**src/hw/rtl/sndaw_pkg.sv**
```systemverilog
`timescale 1ns / 1ps

package sndaw_pkg;

    // Number of axes actually walked; axes at or above this count act as size 1, stride 0.
    localparam int MAX_AXES = 3;

    // Hardware always carries three axis slots: 0 inner, 1 middle, 2 outer.
    localparam int AXIS_SLOTS = 3;

    localparam int SIZE_W    = 13;
    localparam int CNT_W     = 12;
    localparam int STRIDE_W  = 24;
    localparam int OFFSET_W  = 31;
    localparam int PROD_W    = CNT_W + STRIDE_W;
    localparam int STRIDED_W = 48;
    localparam int DENSE_W   = 37;
    localparam int CFG_IDX_W = 3;
    localparam int CFG_W     = 31;

    localparam logic [SIZE_W-1:0] SIZE_CAP = 13'd4096;

    localparam int IN_TDATA_W  = 8;
    localparam int OUT_TDATA_W = 88;

    typedef enum logic [CFG_IDX_W-1:0] {
        REG_SIZE_OUTER     = 3'd0,
        REG_SIZE_MIDDLE    = 3'd1,
        REG_SIZE_INNER     = 3'd2,
        REG_STRIDE_OUTER   = 3'd3,
        REG_STRIDE_MIDDLE  = 3'd4,
        REG_STRIDE_INNER   = 3'd5,
        REG_STRIDED_OFFSET = 3'd6,
        REG_DENSE_OFFSET   = 3'd7
    } cfg_reg_t;

    typedef logic [CNT_W-1:0]  cnt_t;
    typedef logic [SIZE_W-1:0] size_t_t;

endpackage

```
**src/hw/rtl/strided_nd_address_walker_core.sv**
```systemverilog
`timescale 1ns / 1ps

// Strided N-d address walker. Each input beat either restarts the walk
// (s_tdata[0] = 1) or advances it by one element; a beat that yields an element
// produces one output beat with the strided element index, the dense element
// index and tlast on the final element. The walker takes one input beat per
// cycle unless backpressure stalls it: the axis counters update in the cycle
// a beat is accepted, and the address math follows in a three-stage pipeline
// (counter snapshot, three 12x24 stride products plus the dense offset sum,
// final sum with the strided offset). Each stage has its own valid bit, so
// backpressure only stalls as far as the first empty stage. Restarts with any
// used size of zero, advances with no walk active and advances that carry out
// of the outermost axis are consumed without an output beat. Registers are
// written through the cfg port and are read live, so rewrite them only while
// the pipeline is empty. No clearing pass after reset.
module strided_nd_address_walker_core
(
    input  logic                                  clk,
    input  logic                                  rst_n,

    input  logic                                  cfg_wr_en,
    input  logic [sndaw_pkg::CFG_IDX_W-1:0]       cfg_index,
    input  logic [sndaw_pkg::CFG_W-1:0]           cfg_data,

    input  logic                                  s_tvalid,
    output logic                                  s_tready,
    input  logic [sndaw_pkg::IN_TDATA_W-1:0]      s_tdata,   // [0] restart, rest zero

    output logic                                  m_tvalid,
    input  logic                                  m_tready,
    output logic [sndaw_pkg::OUT_TDATA_W-1:0]     m_tdata,   // [47:0] strided_index,
                                                             // [84:48] dense_index, rest zero
    output logic                                  m_tlast    // last element of the walk
);

    localparam int SLOTS = sndaw_pkg::AXIS_SLOTS;

    // ---------------- configuration registers ----------------
    logic [sndaw_pkg::SIZE_W-1:0]   size_reg   [SLOTS];   // 0 inner, 1 middle, 2 outer
    logic [sndaw_pkg::STRIDE_W-1:0] stride_reg [SLOTS];
    logic [sndaw_pkg::OFFSET_W-1:0] strided_offset_reg;
    logic [sndaw_pkg::OFFSET_W-1:0] dense_offset_reg;

    always_ff @(posedge clk or negedge rst_n)
    begin
        if (!rst_n)
        begin
            size_reg[0]        <= 13'd1;
            size_reg[1]        <= 13'd1;
            size_reg[2]        <= 13'd1;
            stride_reg[0]      <= 24'd1;
            stride_reg[1]      <= 24'd0;
            stride_reg[2]      <= 24'd0;
            strided_offset_reg <= '0;
            dense_offset_reg   <= '0;
        end
        else if (cfg_wr_en)
        begin
            unique case (sndaw_pkg::cfg_reg_t'(cfg_index))
                sndaw_pkg::REG_SIZE_OUTER:     size_reg[2]   <= cfg_data[sndaw_pkg::SIZE_W-1:0];
                sndaw_pkg::REG_SIZE_MIDDLE:    size_reg[1]   <= cfg_data[sndaw_pkg::SIZE_W-1:0];
                sndaw_pkg::REG_SIZE_INNER:     size_reg[0]   <= cfg_data[sndaw_pkg::SIZE_W-1:0];
                sndaw_pkg::REG_STRIDE_OUTER:   stride_reg[2] <= cfg_data[sndaw_pkg::STRIDE_W-1:0];
                sndaw_pkg::REG_STRIDE_MIDDLE:  stride_reg[1] <= cfg_data[sndaw_pkg::STRIDE_W-1:0];
                sndaw_pkg::REG_STRIDE_INNER:   stride_reg[0] <= cfg_data[sndaw_pkg::STRIDE_W-1:0];
                sndaw_pkg::REG_STRIDED_OFFSET: strided_offset_reg <= cfg_data;
                sndaw_pkg::REG_DENSE_OFFSET:   dense_offset_reg   <= cfg_data;
                default: ;
            endcase
        end
    end

    // Effective size and stride per slot: capped at 4096, unused slots act as 1 / 0.
    logic [sndaw_pkg::SIZE_W-1:0]   eff_size   [SLOTS];
    logic [sndaw_pkg::STRIDE_W-1:0] eff_stride [SLOTS];

    always_comb
    begin
        for (int a = 0; a < SLOTS; a++)
        begin
            if (a >= sndaw_pkg::MAX_AXES)
            begin
                eff_size[a]   = 13'd1;
                eff_stride[a] = '0;
            end
            else
            begin
                eff_size[a]   = (size_reg[a] > sndaw_pkg::SIZE_CAP) ? sndaw_pkg::SIZE_CAP
                                                                    : size_reg[a];
                eff_stride[a] = stride_reg[a];
            end
        end
    end

    // ---------------- walk state ----------------
    sndaw_pkg::cnt_t               cnt_reg  [SLOTS];
    sndaw_pkg::cnt_t               cnt_next [SLOTS];
    logic [sndaw_pkg::DENSE_W-1:0] dense_run_reg, dense_run_next;
    logic                          done_reg, done_next;
    logic                          emit;      // accepted beat yields an element
    logic                          last_flag;

    // pipeline handshake
    logic v1_reg, v2_reg, v3_reg;
    logic load1, load2, load3;
    logic accept;

    assign load3    = !v3_reg || m_tready;
    assign load2    = !v2_reg || load3;
    assign load1    = !v1_reg || load2;
    assign s_tready = load1;
    assign accept   = s_tvalid && s_tready;

    always_comb
    begin
        logic any_zero;
        logic carry;
        logic all_top;

        any_zero = 1'b0;
        carry    = 1'b1;
        all_top  = 1'b1;

        for (int a = 0; a < SLOTS; a++)
        begin
            cnt_next[a] = cnt_reg[a];
            if (eff_size[a] == '0)
                any_zero = 1'b1;
        end
        dense_run_next = dense_run_reg;
        done_next      = done_reg;
        emit           = 1'b0;

        if (s_tdata[0])
        begin
            if (any_zero)
                done_next = 1'b1;
            else
            begin
                for (int a = 0; a < SLOTS; a++)
                    cnt_next[a] = '0;
                dense_run_next = '0;
                done_next      = 1'b0;
                emit           = 1'b1;
            end
        end
        else if (!done_reg)
        begin
            // innermost counts fastest; a counter at or past its top wraps and carries
            for (int a = 0; a < SLOTS; a++)
            begin
                if (carry)
                begin
                    if (({1'b0, cnt_reg[a]} + 13'd1) < eff_size[a])
                    begin
                        cnt_next[a] = cnt_reg[a] + 12'd1;
                        carry       = 1'b0;
                    end
                    else
                        cnt_next[a] = '0;
                end
            end
            if (carry)
                done_next = 1'b1;
            else
            begin
                dense_run_next = dense_run_reg + 37'd1;
                emit           = 1'b1;
            end
        end

        for (int a = 0; a < SLOTS; a++)
        begin
            if (({1'b0, cnt_next[a]} + 13'd1) < eff_size[a])
                all_top = 1'b0;
        end
        last_flag = all_top;
        if (emit && all_top)
            done_next = 1'b1;
    end

    always_ff @(posedge clk or negedge rst_n)
    begin
        if (!rst_n)
        begin
            for (int a = 0; a < SLOTS; a++)
                cnt_reg[a] <= '0;
            dense_run_reg <= '0;
            done_reg      <= 1'b1;
        end
        else if (accept)
        begin
            for (int a = 0; a < SLOTS; a++)
                cnt_reg[a] <= cnt_next[a];
            dense_run_reg <= dense_run_next;
            done_reg      <= done_next;
        end
    end

    // ---------------- stage 1: counter snapshot ----------------
    sndaw_pkg::cnt_t               cnt1_reg [SLOTS];
    logic [sndaw_pkg::DENSE_W-1:0] dense1_reg;
    logic                          last1_reg;

    always_ff @(posedge clk or negedge rst_n)
    begin
        if (!rst_n)
            v1_reg <= 1'b0;
        else if (load1)
            v1_reg <= accept && emit;
    end

    always_ff @(posedge clk)
    begin
        if (load1)
        begin
            for (int a = 0; a < SLOTS; a++)
                cnt1_reg[a] <= cnt_next[a];
            dense1_reg <= dense_run_next;
            last1_reg  <= last_flag;
        end
    end

    // ---------------- stage 2: per-axis products ----------------
    logic [sndaw_pkg::PROD_W-1:0]  prod2_reg [SLOTS];
    logic [sndaw_pkg::DENSE_W-1:0] dense2_reg;
    logic                          last2_reg;

    always_ff @(posedge clk or negedge rst_n)
    begin
        if (!rst_n)
            v2_reg <= 1'b0;
        else if (load2)
            v2_reg <= v1_reg;
    end

    always_ff @(posedge clk)
    begin
        if (load2)
        begin
            for (int a = 0; a < SLOTS; a++)
                prod2_reg[a] <= sndaw_pkg::PROD_W'(cnt1_reg[a]) *
                                sndaw_pkg::PROD_W'(eff_stride[a]);
            // dense index wraps at 37 bits
            dense2_reg <= dense1_reg + sndaw_pkg::DENSE_W'(dense_offset_reg);
            last2_reg  <= last1_reg;
        end
    end

    // ---------------- stage 3: output register ----------------
    logic [sndaw_pkg::STRIDED_W-1:0] strided3_reg;
    logic [sndaw_pkg::DENSE_W-1:0]   dense3_reg;
    logic                            last3_reg;

    always_ff @(posedge clk or negedge rst_n)
    begin
        if (!rst_n)
            v3_reg <= 1'b0;
        else if (load3)
            v3_reg <= v2_reg;
    end

    always_ff @(posedge clk)
    begin
        if (load3)
        begin
            // sum stays well below 2^48, no wrap possible
            strided3_reg <= sndaw_pkg::STRIDED_W'(prod2_reg[0]) +
                            sndaw_pkg::STRIDED_W'(prod2_reg[1]) +
                            sndaw_pkg::STRIDED_W'(prod2_reg[2]) +
                            sndaw_pkg::STRIDED_W'(strided_offset_reg);
            dense3_reg   <= dense2_reg;
            last3_reg    <= last2_reg;
        end
    end

    assign m_tvalid = v3_reg;
    assign m_tdata  = {3'b000, dense3_reg, strided3_reg};
    assign m_tlast  = last3_reg;

endmodule
```
**config.mk**
```make
export PLATFORM = sky130hd
export DESIGN_NAME = strided_nd_address_walker_core
export DESIGN_NICKNAME = d
export VERILOG_FILES = /design/src/hw/rtl/sndaw_pkg.sv /design/src/hw/rtl/strided_nd_address_walker_core.sv
export SDC_FILE = /design/constraint.sdc
export NUM_CORES = 2
export LEC_CHECK = 0
export BUFFER_PORTS_ARGS = -buffer_cell sky130_fd_sc_hd__buf_4
export CAP_MARGIN = 0
export CORE_UTILIZATION = 30
export DETAILED_ROUTE_END_ITERATION = 8
export GPL_TIMING_DRIVEN = 0
export SYNTH_ARGS = -nofsm -noshare
export SYNTH_HDL_FRONTEND = slang
export SYNTH_SLANG_ARGS = --single-unit
```
**constraint.sdc**
```tcl
create_clock -name clk -period 9.56 [get_ports clk]
set_clock_uncertainty 0.15 [all_clocks]
set_input_delay 1.434 -clock clk [delete_from_list [all_inputs] [get_ports clk]]
set_output_delay 1.434 -clock clk [all_outputs]
set_load 0.01 [all_outputs]
```
; ---- Word level (Yosys, flattened, before mapping)
; Memories as Yosys holds them, arrays and structs flattened.
; Cells that the tools add are included.
[totals]
out_inout_bits = 91
reg_bits = 412
ramBits = 144
n_memories = 2
[classes]
n_eq_ne = 7
muxes = 45
mul = 3
reduce_logical = 21
n_addsub = 14
order_cmp = 9
[memory_table]
columns = name, depth, word_bits, read_ports, rd_clocked_by_memory_dff, write_ports, line_no
row1 = prod2_reg, 3, 36, 3, 0, 3, strided_nd_address_walker_core.sv:225  ; logic [sndaw_pkg::PROD_W-1:0] prod2_reg [SLOTS];
row2 = cnt1_reg, 3, 12, 3, 0, 3, strided_nd_address_walker_core.sv:201  ; sndaw_pkg::cnt_t cnt1_reg [SLOTS];
[op_table]
columns = op, count
row1 = $mux 37, 4
row2 = $mul 12x24->36, 3
row3 = $mux 36, 3
row4 = $add 12x1->13 const B, 6
row5 = $lt 13x13->1, 6
row6 = $mux 12, 5
row7 = $add 38x31->39, 1
row8 = $gt 13x13->1 const B, 3
row9 = $logic_not 13->1, 3
row10 = $mux 13, 3
row11 = $add 37x36->38, 1
row12 = $add 36x36->37, 1
row13 = $add 37x1->37 const B, 1
row14 = $add 37x31->37, 1
row15 = $add 12x1->12 const B, 3
row16 = $mux 1, 30
row17 = $reduce_and 2->1, 8
row18 = $eq 3x3->1 const B, 4
row19 = $eq 3x2->1 const B, 2
row20 = $eq 3x1->1 const B, 1
row21 = $logic_and 1x1->1, 3
row22 = $logic_not 1->1, 3
row23 = $logic_not 3->1, 1
row24 = $logic_or 1x1->1, 3

; ---- Logic depth before layout (Yosys ltp)
[depth]
depth_word = 19
mapped_depth = 31
depth_no_buf = 28

; ---- Least setup slack after synthesis
; Ideal clock, no wire load.
[synth_timing]
kind = register to register
start = register cnt_reg[14] (netlist name)
end = register last1_reg, data pin
t_arrival_ps = 5320
path_stages_with_launch = 32
setup_ps = 258
slack_ps = 3832
n_path_buf = 3
cell_sequence = dfrtp_1 -> buf_2 -> and3_1 -> and3_1 -> buf_2 -> and3_1 -> and3_1 -> nand3_1 -> xor2_1 -> inv_1 -> ha_1 -> a21oi_1 -> nand2_1 -> a221oi_1 -> o31ai_2 -> buf_2 -> or3_1 -> nand2_1 -> ha_1 -> and4_1 -> nand2_1 -> xnor2_1 -> ha_1 -> a21o_1 -> a21oi_1 -> nor2b_1 -> o21ai_0 -> nand2b_1 -> a21oi_1 -> o21ai_0 -> a31oi_1 -> nor2_1
[synth_rtl]
columns = element, line_no
row1 = from (decl), strided_nd_address_walker_core.sv:96  ; sndaw_pkg::cnt_t cnt_reg [SLOTS];
row2 = "from (signal, indexed assignment)", strided_nd_address_walker_core.sv:194  ; cnt_reg[a] <= cnt_next[a];
row3 = to (signal assigned), strided_nd_address_walker_core.sv:220  ; last1_reg <= last_flag;
row4 = to (decl), strided_nd_address_walker_core.sv:203  ; logic last1_reg;

==> reports/metrics.cfg <==
[run_status]
outcome=completed

[route]
maxUsedRoutingLayer=met4
viasPerCell=4.97
drt_iter0_markers=3245
final_antenna_net_count=0
num_vias=39400
routedWlPerCell_um=19.9
drt-met1-wl_um=67900
drcViolationCount=0
drt-total-wl_um=158000
route.met2.wl_um=73900
dr_wl_met3_um=9260
first_pass_iters=6

[finish]
final_net_count=6669
final_util_pct=33.8
final_cell_area_um2=60400
multi_input_area_um2=35600
seq_area_um2=15200
finalNonFillerCells=7930
syn_to_final_growth_pct=11.4
largest_register_ffs=108
nFillCells=18200
drive_above_1_share_pct=8.86

[cts]
clock_latency_ps=720
cts-buffers-inserted=61
ctsResizeCount=0
cts.sinks=546
cts_root_buf=clkbuf_16
max-clock-path-buffers=3
htreeDepth=2
clkSlewWorstSetupHoldPaths_ps=60
cts_tree=yes
post_cts_buffers=0
ctsHoldBuffers=0

[place]
dp_hpwl_um=127000
gp_congestion=0.922
placedCellCount=7812
pre_cts_ws_ps=2060
dpl-instance-area_um2=58300
io_buffers=115

[worst_setup_path]
cp.arrival_ps=8100
crit_fanout=10
worstSetupStartpointType=flop
slowest_stage=o21ai_0
r2r_slack_ps=1790
required_ps=9900
critPathCaptureType=flop
worstSetupPathType=flop to flop
cp_common_cell=and3_1
r2r_start=cnt_reg[12]
slowest_delay_ps=970
path_cells=ha_1 -> and3_1 -> and3_1 -> clkbuf_1 -> and3_1 -> and3_1 -> xor2_1 -> ha_1 -> nand4_1 -> o31ai_2 -> buf_2 -> nand3_1 -> o21ai_0 -> ha_1 -> and3_1 -> nand4_1 -> xnor2_1 -> ha_1 -> nand4_1 -> nor2_1 -> nor4bb_1 -> o22ai_1 -> nor2_1
crit_start=cnt_reg[12]

[floorplanning]
die_x_um=427
num_rows=155
initial_core_util_pct=30.3
die_y_um=427
num_io_pins=138
dieArea_um2=182000
core_um2=179000

[sta]
worst_slack_ps=1790
setup_viol_count_final=0
drv_slew=0
min_period_over_period_pct=81.3
hold_viol_final=0
fmax_mhz=129
holdWs_ps=264
worst_slew_pin_slew_ps=1420
fin_setup_tns_ps=0
grt_setup_unrepaired=no
slew_headroom_pct=4.38
min_period_ps=7770

[yosys]
seq_area_frac_synth_pct=27.9
postSynthAreaPerCell_um2=10.2
synth_area_leader_cell=fa_1
synth_edf_count=296
synth-seq-cells=546
synthTopCellsByArea=fa_1 (27%), edfxtp_1 (16%), dfrtp_1 (11%), ha_1 (8.6%), nand2_1 (5.9%)
yosys_warnings=0
synthDistinctLibCells=96
synth_cells=5324
ys.flop_type=edfxtp_1
yosysMostFrequentCell=nand2_1
async_reset_ff_share_pct=45.8
synth_common_cells=nand2_1 (853), fa_1 (728), inv_1 (686)
synth_top_area_share_pct=26.9
syn_area_um2=54200

[pwr]
peakVddDrop_v=0.000285
p_total_mw=15.7
power_leakage_nw=26.6
power_density_nw_per_um2=259

[hold_path]
min_path_type=flop to flop
holdCritStartpoint=dense2_reg[21]

[global_routing]
track_usage_pct=17.4
grt_overflow=0
grt_pass1_wl_um=242000
grt_pass1_vias=39800
grt_antenna_before_repair=16
grt_max_degree=99

[run]
maxCapViolCount=0

worst max-delay path: cells and delay by family (launching register included):
family | cells | cell delay [ps]
AOI/OAI and AO/OA | 3 | 1930
DFF | 1 | 510
and+or+nand+nor | 12 | 2760
adders and majority gates | 4 | 1270
xor gates and xnor gates | 2 | 280
buffers and inverters | 2 | 650
area by class of cell:
type	count	share of cell area [%]
tap	2355	4.88
antenna	2	0.00828
inverter	686	4.27
buffer	241	1.64
sequential	546	25.1
clock buffer	74	2.78
multi-input combinational	3863	58.9
clock inverter	42	0.781
timing repair buffer	121	1.71
cells by family after synthesis:
family,count (synthesis),synth area share [%]
xor+xnor,194,3.13
fa+ha+maj,1102,35.5
compound gates,702,8.46
flops,546,27.9
mux,184,3.81
simple gates,1668,14.5
other cells,1,0.00692
buf+inv,927,6.58
layer usage:
layer / vias up / GRT usage (%)
li1: 17800 / -
met1: 20000 / 23.4
met2: 1231 / 28.4
met3: 266 / 2.31
met4: 0 / 6.32
met5: - / 0
where the power goes:
| part | total, mW | switching (mW) | internal [mW] |
|---|---|---|---|
| Clock | 2.52 | 1.10 | 1.43 |
| Sequential | 4.04 | 0.494 | 3.55 |
| Combinational | 9.10 | 5.52 | 3.58 |
| Total | 15.7 | 7.11 | 8.55 |
worst paths after layout:
| kind | cells after the start | to |
|---|---|---|
| setup / recovery | 23 | last1_reg |
| hold / removal | 0 | dense3_reg[21] |
| setup reg to reg | 23 | last1_reg |
| hold reg to reg | 0 | dense3_reg[21] |
| max in group asynchronous | 3 | done_reg |
| min in group asynchronous | 1 | eff_stride[5] |
cells in the final DEF (no fill, tap or decap), types with 17 or more instances in the layout:
cell type  netlist  final
a211oi_1        21     21
o31ai_1         19     19
o21ai_0        167    167
fa_1           728    728
a31oi_1         50     50
o21ai_1         17     17
a21oi_1        164    164
nor3_1          43     43
clkbuf_16        0     62
edfxtp_1       296    296
nor2_1         144    144
nand2_1        853    852
or3_1           23     23
nand3_1         98     97
and3_1          52     52
nand4_1         37     37
inv_1          686    685
and2_1         285    285
nor2b_1         37     37
xor2_1          41     41
mux2_2         178    178
buf_4           20    134
nand2b_1        26     26
ha_1           374    374
a21o_1          61     61
dfrtp_1        245    245
xnor2_1        153    153
clkbuf_1       199    203
o21a_1          47     47
(Power assumes the default switching activity.)
